## config.mk

```make
export PLATFORM = sky130hd
export DESIGN_NAME = piecewise_linear_speed_profile_unit
export DESIGN_NICKNAME = d
export VERILOG_FILES = /design/src/sv/pls_pkg.sv /design/src/sv/piecewise_linear_speed_profile_unit.sv
export SDC_FILE = /design/constraint.sdc
export NUM_CORES = 2
export LEC_CHECK = 0
export BUFFER_PORTS_ARGS = -buffer_cell sky130_fd_sc_hd__buf_2
export CORE_MARGIN = 1
export CORE_UTILIZATION = 35
export CTS_BUF_LIST = sky130_fd_sc_hd__clkbuf_8 sky130_fd_sc_hd__clkbuf_16
export DETAILED_ROUTE_END_ITERATION = 10
export GPL_TIMING_DRIVEN = 0
export PLACE_DENSITY_LB_ADDON = 0.2
export SETUP_SLACK_MARGIN = 0.2
export SLEW_MARGIN = 20
export SYNTH_ARGS = -nofsm -noshare
export SYNTH_HDL_FRONTEND = slang
export SYNTH_SLANG_ARGS = --single-unit
```

## constraint.sdc

```tcl
create_clock -name clk_i -period 12.85 [get_ports clk_i]
set_input_delay 1.285 -clock clk_i [delete_from_list [all_inputs] [get_ports clk_i]]
set_output_delay 1.285 -clock clk_i [all_outputs]
set_load 0.02 [all_outputs]
```

## src/sv/pls_pkg.sv

```systemverilog
// Shared constants and item types of the piecewise-linear speed profile unit.
package pls_pkg;

  localparam int unsigned MaxAnchors = 8;
  localparam int unsigned IdxW       = $clog2(MaxAnchors);
  localparam int unsigned CntW       = $clog2(MaxAnchors + 1);
  localparam int unsigned DivSteps   = 32;

  localparam logic [1:0] ActLoad  = 2'd0;
  localparam logic [1:0] ActClear = 2'd1;

  typedef enum logic [2:0] {
    StLoaded   = 3'd0,
    StFull     = 3'd1,
    StIgnored  = 3'd2,
    StAnchors  = 3'd3,
    StFallback = 3'd4
  } status_e;

  typedef struct packed {
    logic [1:0]         action;
    logic signed [31:0] position_mm;
    logic [31:0]        speed_value;
  } pls_in_t;

  typedef struct packed {
    status_e     status;
    logic [31:0] speed_out;
    logic        has_anchors;
  } pls_out_t;

endpackage

```

## src/sv/piecewise_linear_speed_profile_unit.sv

```systemverilog
// Piecewise-linear speed profile: sorted anchor table, sequencer and shared arithmetic unit.
// A clear, a fallback query or an ignored or dropped load goes straight to the result; a load
// moves larger anchors up one slot at a time; a query held at an end anchor stops once an
// end check catches it; an interpolating query walks up the table, takes an extra step when the
// speed falls and divides with the 32-step divider. One item at a time; the next is taken once the
// result sits in the output register. Asynchronous active-low reset: empty table, zero fallback.
module piecewise_linear_speed_profile_unit (
  input  logic               clk_i,
  input  logic               rst_ni,
  input  logic               in_valid_i,
  output logic               in_stall_o,
  input  pls_pkg::pls_in_t   in_data_i,
  output logic               out_valid_o,
  input  logic               out_stall_i,
  output pls_pkg::pls_out_t  out_data_o,
  input  logic               cfg_valid_i,
  output logic               cfg_ready_o,
  input  logic [31:0]        cfg_data_i
);
  import pls_pkg::*;

  localparam int unsigned StepW = $clog2(DivSteps);

  // One anchor as held in the table memory.
  typedef struct packed {
    logic signed [31:0] pos;
    logic [31:0]        spd;
  } anchor_t;

  // The sequencer. Loads walk down from the top of the table, shifting larger positions
  // up by one until the new anchor's slot is found (an insertion-sort step). Queries check
  // both ends first, then walk upwards for the bracketing pair and interpolate.
  typedef enum logic [3:0] {
    SIdle,
    SDone,
    SInsStep,
    SInsCmp,
    SQChk0,
    SQChkN,
    SQWalk,
    SQNum,
    SQDen,
    SQMag,
    SQMagNeg,
    SQMul,
    SQDiv,
    SQFin
  } state_e;

  state_e             state_q;
  logic signed [31:0] pos_q;
  logic [31:0]        spd_q;
  logic [CntW-1:0]    count_q;
  logic [IdxW-1:0]    idx_q;
  anchor_t            prev_q;
  anchor_t            cur_q;
  logic [31:0]        num_q;
  logic [31:0]        den_q;
  logic [31:0]        mag_q;
  logic               up_q;
  logic [31:0]        rem_q;
  logic [31:0]        low_q;
  logic [31:0]        quot_q;
  logic [StepW-1:0]   step_q;
  status_e            res_status_q;
  logic [31:0]        res_speed_q;
  logic               out_valid_q;
  pls_out_t           out_q;
  logic [31:0]        fallback_q;

  // Anchor table: one write and one registered read port.
  anchor_t         mem [MaxAnchors];
  anchor_t         rdata_q;
  logic [IdxW-1:0] raddr;
  logic [IdxW-1:0] waddr;
  logic            we;
  anchor_t         wdata;

  // The shared unit: one 34-bit adder/subtractor serves every compare, every difference,
  // each division step and the final correction. Its operands are wide enough that signed
  // positions and unsigned speeds never overflow.
  logic signed [33:0] alu_a;
  logic signed [33:0] alu_b;
  logic               alu_sub;
  logic signed [33:0] alu_y;
  logic               alu_neg;
  logic               alu_zero;
  logic [63:0]        prod;
  logic               accept;

  assign alu_y    = alu_sub ? (alu_a - alu_b) : (alu_a + alu_b);
  assign alu_neg  = alu_y[33];
  assign alu_zero = (alu_y == '0);
  assign prod     = 64'(mag_q) * 64'(num_q);

  assign in_stall_o  = (state_q != SIdle);
  assign accept      = in_valid_i && !in_stall_o;
  assign out_valid_o = out_valid_q;
  assign out_data_o  = out_q;
  assign cfg_ready_o = 1'b1;

  // Operand selection for the shared unit. By default it compares the item's position
  // with the anchor just read from the table.
  always_comb begin
    alu_a   = {{2{pos_q[31]}}, pos_q};
    alu_b   = {{2{rdata_q.pos[31]}}, rdata_q.pos};
    alu_sub = 1'b1;
    case (state_q)
      SQNum: begin
        alu_b = {{2{prev_q.pos[31]}}, prev_q.pos};
      end
      SQDen: begin
        alu_a = {{2{cur_q.pos[31]}}, cur_q.pos};
        alu_b = {{2{prev_q.pos[31]}}, prev_q.pos};
      end
      SQMag: begin
        alu_a = {2'b00, cur_q.spd};
        alu_b = {2'b00, prev_q.spd};
      end
      SQMagNeg: begin
        alu_a = {2'b00, prev_q.spd};
        alu_b = {2'b00, cur_q.spd};
      end
      SQDiv: begin
        alu_a = {1'b0, rem_q, low_q[31]};
        alu_b = {2'b00, den_q};
      end
      SQFin: begin
        alu_a   = {2'b00, prev_q.spd};
        alu_b   = {2'b00, quot_q};
        alu_sub = !up_q;
      end
      default: begin
      end
    endcase
  end

  // Table addressing. In idle the read port points at the first anchor so that a query
  // finds it ready in the cycle after acceptance.
  always_comb begin
    raddr     = '0;
    waddr     = idx_q;
    we        = 1'b0;
    wdata     = rdata_q;
    case (state_q)
      SInsStep: begin
        raddr = idx_q - IdxW'(1);
        if (idx_q == '0) begin
          we        = 1'b1;
          wdata.pos = pos_q;
          wdata.spd = spd_q;
        end
      end
      SInsCmp: begin
        we = 1'b1;
        if (!alu_neg) begin
          wdata.pos = pos_q;
          wdata.spd = spd_q;
        end
      end
      SQChk0: begin
        raddr = count_q[IdxW-1:0] - IdxW'(1);
      end
      SQChkN: begin
        raddr = IdxW'(1);
      end
      SQWalk: begin
        raddr = idx_q + IdxW'(1);
      end
      default: begin
      end
    endcase
  end

  always_ff @(posedge clk_i) begin
    if (we) begin
      mem[waddr] <= wdata;
    end
    rdata_q <= mem[raddr];
  end

  always_ff @(posedge clk_i or negedge rst_ni) begin
    if (!rst_ni) begin
      state_q      <= SIdle;
      count_q      <= '0;
      out_valid_q  <= 1'b0;
      fallback_q   <= '0;
      res_status_q <= StLoaded;
      res_speed_q  <= '0;
      idx_q        <= '0;
      step_q       <= '0;
    end else begin
      if (cfg_valid_i) begin
        fallback_q <= cfg_data_i;
      end
      // The done state refills the output register itself when it is taken.
      if (out_valid_q && !out_stall_i && (state_q != SDone)) begin
        out_valid_q <= 1'b0;
      end

      case (state_q)
        SIdle: begin
          if (accept) begin
            pos_q       <= in_data_i.position_mm;
            spd_q       <= in_data_i.speed_value;
            // Only a query on an empty table answers with a speed straight away.
            res_speed_q <= (in_data_i.action[1] && count_q == '0) ? fallback_q : '0;
            if (in_data_i.action[1]) begin
              // Both query codes, the unused one included.
              if (count_q == '0) begin
                res_status_q <= StFallback;
                state_q      <= SDone;
              end else begin
                res_status_q <= StAnchors;
                state_q      <= SQChk0;
              end
            end else if (in_data_i.action == ActClear) begin
              count_q      <= '0;
              res_status_q <= StLoaded;
              state_q      <= SDone;
            end else if (in_data_i.speed_value == '0) begin
              res_status_q <= StIgnored;
              state_q      <= SDone;
            end else if (count_q == CntW'(MaxAnchors)) begin
              res_status_q <= StFull;
              state_q      <= SDone;
            end else begin
              res_status_q <= StLoaded;
              idx_q        <= count_q[IdxW-1:0];
              state_q      <= SInsStep;
            end
          end
        end

        SInsStep: begin
          if (idx_q == '0) begin
            count_q <= count_q + CntW'(1);
            state_q <= SDone;
          end else begin
            state_q <= SInsCmp;
          end
        end

        SInsCmp: begin
          // A stored anchor strictly beyond the new position moves up; equal ones stay.
          if (alu_neg) begin
            idx_q   <= idx_q - IdxW'(1);
            state_q <= SInsStep;
          end else begin
            count_q <= count_q + CntW'(1);
            state_q <= SDone;
          end
        end

        SQChk0: begin
          prev_q <= rdata_q;
          if (count_q == CntW'(1) || alu_neg || alu_zero) begin
            res_speed_q <= rdata_q.spd;
            state_q     <= SDone;
          end else begin
            state_q <= SQChkN;
          end
        end

        SQChkN: begin
          if (!alu_neg) begin
            res_speed_q <= rdata_q.spd;
            state_q     <= SDone;
          end else begin
            idx_q   <= IdxW'(1);
            state_q <= SQWalk;
          end
        end

        SQWalk: begin
          // The position lies strictly inside the table, so this walk always ends on an
          // anchor at or above it, with the previous anchor strictly below.
          if (alu_neg || alu_zero) begin
            cur_q   <= rdata_q;
            state_q <= SQNum;
          end else begin
            prev_q  <= rdata_q;
            idx_q   <= idx_q + IdxW'(1);
          end
        end

        SQNum: begin
          num_q   <= alu_y[31:0];
          state_q <= SQDen;
        end

        SQDen: begin
          den_q   <= alu_y[31:0];
          state_q <= SQMag;
        end

        SQMag: begin
          up_q  <= !alu_neg;
          mag_q <= alu_y[31:0];
          if (alu_neg) begin
            state_q <= SQMagNeg;
          end else begin
            state_q <= SQMul;
          end
        end

        SQMagNeg: begin
          mag_q   <= alu_y[31:0];
          state_q <= SQMul;
        end

        SQMul: begin
          // The offset is below the span, so the upper half is already below the divisor
          // and the quotient fits in 32 bits.
          rem_q   <= prod[63:32];
          low_q   <= prod[31:0];
          quot_q  <= '0;
          step_q  <= '0;
          state_q <= SQDiv;
        end

        SQDiv: begin
          if (!alu_neg) begin
            rem_q <= alu_y[31:0];
          end else begin
            rem_q <= {rem_q[30:0], low_q[31]};
          end
          quot_q <= {quot_q[30:0], !alu_neg};
          low_q  <= {low_q[30:0], 1'b0};
          step_q <= step_q + StepW'(1);
          if (step_q == StepW'(DivSteps - 1)) begin
            state_q <= SQFin;
          end
        end

        SQFin: begin
          res_speed_q <= alu_y[31:0];
          state_q     <= SDone;
        end

        SDone: begin
          if (!out_valid_q || !out_stall_i) begin
            out_q.status      <= res_status_q;
            out_q.speed_out   <= res_speed_q;
            out_q.has_anchors <= (count_q != '0);
            out_valid_q       <= 1'b1;
            state_q           <= SIdle;
          end
        end

        default: begin
          state_q <= SIdle;
        end
      endcase
    end
  end

endmodule

```

* Word-level counts from Yosys, hierarchy flattened
Memory sizes are Yosys's and may differ from the RTL's. A register that Yosys moved wholly into a read port is not among the register bits.
Cells that the tools add are included.
** Operators by class
- Add/sub/neg operators :: 7
- Multipliers :: 1
- Equal/unequal tests :: 34
- Reductions and logical operators :: 42
- Muxes and demuxes :: 62
** Operator list (count)
- 64-bit case mux with 2 select lines :: 2
- 64-bit two-way mux :: 3
- 32-bit case mux with 2 select lines :: 3
- 34-bit case mux with 5 select lines :: 1
- 32-bit two-way mux :: 5
- 34-bit case mux with 4 select lines :: 1
- 32-bit case mux with 4 select lines :: 1
- 32-bit by 32-bit multiplier with 64-bit output :: 1
- 4-bit case mux with 14 select lines :: 1
- 4-bit two-way mux :: 10
- 3-bit two-way mux :: 13
- 34-bit adder :: 1
- 34-bit logical NOT :: 1
- 34-bit two-way mux :: 1
- 34-bit subtractor :: 1
- 32-bit logical NOT :: 1
- 2-bit != test, second input constant :: 16
- 4-bit == test, second input constant :: 7
- 3-bit case mux with 4 select lines :: 2
- 4-bit by 3-bit == test with 1-bit output, second input constant :: 4
- 4-bit nonzero test :: 4
- 2-bit two-way mux :: 7
- 4-bit case mux with 3 select lines :: 1
- 2-bit AND reduction :: 6
- 24 further kinds :: 53
** Storage, ports and cells
- RAM bits :: 512
- Logic and storage cells :: 171
- Input bits :: 103
- Register bits after elaboration :: 505
- Memories :: 1
- Output and inout bits :: 39
** Memories
- mem :: words 8, width 64, rd ports 1, clocked after Yosys merged registers in 1, write ports 1, line piecewise_linear_speed_profile_unit.sv:72 : anchor_t mem [MaxAnchors];

* Logic depth before layout (Yosys ltp)
- Word-level depth :: 9
- Depth in mapped cells :: 31
- Gate-level depth less buffers :: 27

* Least setup slack after synthesis
No wires, ideal clock.
- Kind :: register to register
- Start :: reg state_q[0]
- End :: reg prev_q[0] (netlist bit), enable pin
- Buffers on the path :: 4
- Period minus slack after synthesis :: 8931 ps
- Cell stages (with the launch flop) :: 26
- Arrival time :: 8424 ps
- Setup time :: 507 ps
- Path slack :: 3919 ps
- Required time :: 12343 ps
- Path through :: dfrtp_1 -> buf_2 -> buf_4 -> buf_2 -> mux2_2 -> a222oi_1 -> nor2_1 -> inv_1 -> ha_1 -> inv_1 -> nor3_1 -> nand2_1 -> o21ai_0 -> xor2_1 -> ha_1 -> clkbuf_1 -> a21oi_1 -> o21a_1 -> o31a_1 -> and4_1 -> a211oi_1 -> a311oi_1 -> or4_4 -> nand3_2 -> o211ai_1 -> a21oi_1
** Between the ends
- Word-level cells in the longest chain between the ends :: 9
** RTL lines
- start: declaration :: line piecewise_linear_speed_profile_unit.sv:50 : state_e state_q;
- start signal: assignment :: line piecewise_linear_speed_profile_unit.sv:184 : state_q <= SIdle;
- start signal: assignment :: line piecewise_linear_speed_profile_unit.sv:212 : state_q <= SDone;
- start signal: assignment :: line piecewise_linear_speed_profile_unit.sv:215 : state_q <= SQChk0;
- 4-bit == test or 4-bit by 3-bit == test with 1-bit output (tied branches) :: line piecewise_linear_speed_profile_unit.sv:108 : case (state_q)
- 2-bit OR reduction (no line)
- 34-bit case mux with 5 select lines or 34-bit case mux with 4 select lines (tied branches) :: line piecewise_linear_speed_profile_unit.sv:108
- 34-bit adder or 34-bit subtractor (tied branches) :: line piecewise_linear_speed_profile_unit.sv:91 : assign alu_y = alu_sub ? (alu_a - alu_b) : (alu_a + alu_b);
- 34-bit two-way mux :: line piecewise_linear_speed_profile_unit.sv:91
- 34-bit logical NOT :: line piecewise_linear_speed_profile_unit.sv:93 : assign alu_zero = (alu_y == '0);
- 1-bit logical OR :: line piecewise_linear_speed_profile_unit.sv:278 : if (alu_neg || alu_zero) begin
- 2-bit != test (no line)
- 3-bit AND reduction (no line) (*)
- end signal: assignment :: line piecewise_linear_speed_profile_unit.sv:256 : prev_q <= rdata_q;
- end signal: assignment :: line piecewise_linear_speed_profile_unit.sv:282 : prev_q <= rdata_q;
- end: declaration :: line piecewise_linear_speed_profile_unit.sv:55 : anchor_t prev_q;
Every way passes the cells marked *; elsewhere a longest branch is shown, timed or not.
A chain may end at the register's enable or synchronous reset.

* Worst setup path in the final report
- Start :: reg state_q[1]
- End :: reg cur_q[47] (netlist bit), enable pin
** Between the ends
- Word-level cells in the longest chain between the ends :: 8
** RTL lines
- 4-bit == test or 4-bit by 3-bit == test with 1-bit output (tied branches) :: line piecewise_linear_speed_profile_unit.sv:108
- 2-bit OR reduction (no line)
- 34-bit case mux with 5 select lines or 34-bit case mux with 4 select lines (tied branches) :: line piecewise_linear_speed_profile_unit.sv:108
- 34-bit adder or 34-bit subtractor (tied branches) :: line piecewise_linear_speed_profile_unit.sv:91
- 34-bit two-way mux :: line piecewise_linear_speed_profile_unit.sv:91
- 34-bit logical NOT :: line piecewise_linear_speed_profile_unit.sv:93
- 1-bit logical OR :: line piecewise_linear_speed_profile_unit.sv:278
- 3-bit AND reduction (no line) (*)
- end signal: assignment :: line piecewise_linear_speed_profile_unit.sv:279 : cur_q <= rdata_q;
- end: declaration :: line piecewise_linear_speed_profile_unit.sv:56 : anchor_t cur_q;
Marks and branches as above.

==> results by stage <==
Power and ir drop:
- The leakage power total is between 30 and 40 nW.
- The ratio of total power to cell area is 291.8 mW/mm².
- In this run, flip-flops and latches consume 21.8% of the power.
- The internal power of the cells totals 0.01325 W.
- The net switching power figure is 0.01262 W.
- Per report_power, the combinational group accounts for 65.3% of the total.
- The switching part of the total power is 48.77%.
- The power share of the clock group is ~13%.
- Across the VDD grid, the largest voltage drop is ~0.40 mV.

CTS:
- The library cell used as clock root buffer is sky130_fd_sc_hd__clkbuf_16.
- The count of hold buffers inserted by post-cts repair is 0.
- The number of clock buffers added by TritonCTS is 117.
- TritonCTS built the clock tree.
- The clock passes through at most 3 buffers.
- The H-tree was split into 3 levels.
- The worst-skew pair later-pin latency is 0.78 ns.
- Clock-pin slew was measured on the worst setup and hold paths at 0.07 ns.
- The number of setup buffers added after CTS is 0.
- CTS saw 1081 sinks.
- Post-CTS repair changed the size of 0 cells.

Floorplan:
- The floorplan step defined a die boundary enclosing between 0.2 and 0.25 mm².
- The die is 475.6 µm wide.
- For this configuration, the core starts out at a cell density of 35.28%.
- The total I/O pin count is 142.
- The floorplan row count is roughly 170.
- In this run the vertical extent of the chip is 475.6 µm.
- The core region is 0.2225 mm².

Critical path:
- The kind of capture point of the worst setup path is a flip-flop.
- The arrival time reported for the critical path endpoint is between 10 and 15 ns.
- The critical path in this run is classified as flip-flop to flip-flop.
- Along the worst path, the maximum fanout reaches 35.
- Among all stages on the critical path, the largest delay is contributed by sky130_fd_sc_hd__o31ai_1.
- The most used cell along the critical path is sky130_fd_sc_hd__clkbuf_1.
- Data on the critical path is required at its endpoint by 13.25 ns.
- STA classifies the critical path startpoint as a flip-flop.
- The signal on the critical path passes through buf_2, clkbuf_1, clkbuf_1, clkbuf_1, nor3_1, clkbuf_1, clkbuf_1, a222oi_1, nand2_1, a21oi_1, ha_1, inv_1, fa_1, a211oi_1, o31ai_1, o21ai_0, mux2i_1, or4b_2, or4_1, nor4b_1, nand4b_1, o21ai_0, and3_4, buf_12.
- The longest individual stage delay on the worst path is 0.76 ns.

Synth:
- The synthesis-stage register bit count is 1081.
- The main flop type after synthesis is sky130_fd_sc_hd__edfxtp_1.
- The fraction of registers with async set or reset after synthesis is 7.771%.
- The count of yosys warnings during synthesis is 0.
- When the netlist entered floorplanning its net count stood at 7829.
- The synthesized netlist occupies a cell area of 0.07850 mm².
- Synthesis handed over a netlist of 6518 instances.
- Of the synthesized area, sequential elements account for 40.00%.
- Averaged over all synthesized cells, the footprint is 12.04 µm².
- The number of unique standard cell types used by synthesis is 89.
- In this run, synthesis inferred approximately 930 flip-flops with an integrated enable.

STA:
- The number of max-slew violations in the final report is 0.
- Setup repair after global routing left no endpoint under its margin.
- The accumulated negative setup slack is 0 ns.
- The worst pin sits at a relative slew slack of 15.54%.
- On the final layout, the worst clock skew is 0.07757 ns.
- The share of the clock period used by the worst path after layout is 80.86%.
- The fmax is 96.24 MHz.
- The transition at the pin with the smallest max-transition slack is 1.262 ns.
- The final setup violation count is 0.
- The count of final hold-check violations came to 0.
- The final worst hold slack is around 0.34 ns.
- The final worst slack is 2.459 ns.
- The time the worst path needs with I/O delays and setup is 10.39 ns.

Finish:
- For this run, the share of the core covered by cells in the final layout is between 30 and 40%.
- The proportion of layout cells with a drive suffix above 1 is 11.92%.
- Leaving out fill and tap cells, the most frequent cell in the layout is sky130_fd_sc_hd__inv_1.
- Leaving out fill and tap cells, the most frequent cells in the layout are 937 x sky130_fd_sc_hd__inv_1, 933 x sky130_fd_sc_hd__edfxtp_1, 897 x sky130_fd_sc_hd__fa_1.
- The final non-filler cell area is 0.08868 mm².
- The post-synthesis to final-layout area growth is 12.97%.
- The number of filler instances in the final layout is 21590.
- The final layout net count is 8177.

Status:
- The flow ran to the end, and the final reports show no timing, DRC or antenna violations.

Global routing:
- The residual overflow from global routing is 0.
- The all-layer global routing usage is about a quarter.
- The number of antenna violations at the first check in global routing is 21.
- The global-route wire length before repair is a little over 400 mm.
- The via count of the first global-routing pass is 54470.
- Entering global routing, the biggest net connects 74 pins.

Detailed routing:
- Wires add up to 282.9 mm.
- The final route contains ~53000 vias.
- The routed wire length per instance is 28.43 µm.
- The number of detailed-route iterations in the first pass is 7.
- The number of nets with antenna violations after detailed routing is 0.
- Using the TritonRoute via totals, the vias-per-cell ratio works out to 5.356.
- After detailed routing, the number of remaining DRC violations is 0.
- For this block, the initial DRC count from the detailed router was 5693.

Placement:
- Once detailed placement completed, the half-perimeter wirelength came to around 230 mm.
- The count of buffers added on input and output ports is 139.
- The post-placement cell area is 0.08484 mm².
- Before CTS, the worst setup slack after placement is between 2 and 3 ns.
- Routability-driven placement finished with a final weighted congestion of 0.9905.

Flow run:
- The number of max-capacitance violations reported is 0.

Worst hold path:
- The path class of the tightest hold or removal check is input pin to async pin.
==> path summary, 6_finish.rpt <==
path	to	slack, ns	depth (start not counted)	start
worst max-delay path	cur_q[47]	2.46	24	state_q[1]
worst min-delay path	fallback_q[4]	0.34	1	rst_ni
worst max register to register	cur_q[47]	2.46	24	state_q[1]
worst min register to register	out_data_o[18]	0.45	0	res_speed_q[17]
max in group asynchronous	fallback_q[22]	11.79	2	rst_ni
min in group clk_i	out_data_o[18]	0.45	0	res_speed_q[17]
==> registers in the layout, summed over array words and instances (netlist names) <==
register,count
mem,512
cur_q,64
prev_q,64
rdata_q,64
out_data_o,36
den_q,32
fallback_q,32
low_q,32
mag_q,32
num_q,32
pos_q,32
quot_q,32
rem_q,32
res_speed_q,32
spd_q,32
step_q,5
count_q,4
state_q,4
idx_q,3
res_status_q,3
out_valid_o,1
up_q,1
==> metal layers <==
layer	up-vias	GRT usage [%]	part of all wire, %
met4	10	9.429	4.2
met2	2289	40.76	47
li1	22600	-	-
met3	441	4.218	7.7
met5	-	0	0.028
met1	27970	33.89	41
==> final cells by class <==
| class | instances | area (µm²) | area share, % |
|---|---|---|---|
| Antenna cell | 8 | 20.02 | 0.02258 |
| Buffer | 374 | 1513 | 1.706 |
| Clock buffer | 119 | 2955 | 3.333 |
| Clock inverter | 104 | 849.6 | 0.9581 |
| Inverter | 901 | 3382 | 3.814 |
| Multi-Input combinational cell | 4162 | 42600 | 48.04 |
| Sequential cell | 1081 | 31400 | 35.41 |
| Tap cell | 2975 | 3722 | 4.198 |
| Timing Repair Buffer | 229 | 2232 | 2.517 |
==> stage by stage <==
stage / total power (W) / instances
global route: 0.02744 / 9945
detailed placement: 0.02229 / 9722
floorplan: 0.01578 / 6518
finish: 0.02587 / 9953
CTS: 0.02577 / 9945
global placement: 0.02174 / 9632
==> power groups by stage <==
stage          logic [W]  registers (W)  clock network [W]
2_1_floorplan     0.0104        0.00542                  0
3_3_place_gp      0.0160        0.00575                  0
3_5_place_dp      0.0166        0.00571                  0
4_1_cts           0.0167        0.00564            0.00339
5_1_grt           0.0183        0.00565            0.00352
6_report          0.0169        0.00565            0.00334
==> cell usage after synthesis, drive strengths merged, types with 59 or more instances <==
master	n	area [µm²]
a222oi	68	680.7
edfxtp	933	28020
nand3	73	370.4
nand2	653	2451
clkbuf	308	1156
ha	311	3891
fa	897	17960
nor2	165	619.3
dfxtp	64	1281
mux2	185	2143
o21ai	157	785.8
xnor2	59	516.8
dfrtp	84	2102
xor2	64	560.5
and2	635	3973
a21oi	178	890.9
buf	66	340.3
a21o	63	473.0
inv	901	3382
mux4	128	2883
mux2i	65	650.6
==> cells by family after synthesis <==
kind of cell	count (synthesis)	synth area share, %
compound gates	710	6.086
xor+xnor	123	1.372
fa+ha+maj	1208	27.83
buf+inv	1275	6.215
flops	1081	40.00
mux	378	7.232
other cells	1	0.004777
simple gates	1742	11.25
==> critical path, delay by kind of cell (launching register included) <==
| family | cells | cell delay (ns) |
|---|---|---|
| compound gates | 6 | 2.02 |
| flops | 1 | 0.43 |
| mux | 1 | 0.22 |
| fa+ha+maj | 2 | 0.55 |
| simple gates | 7 | 3.66 |
| buf+inv | 8 | 3.05 |
Note: power is estimated with default switching activity, not from simulation.
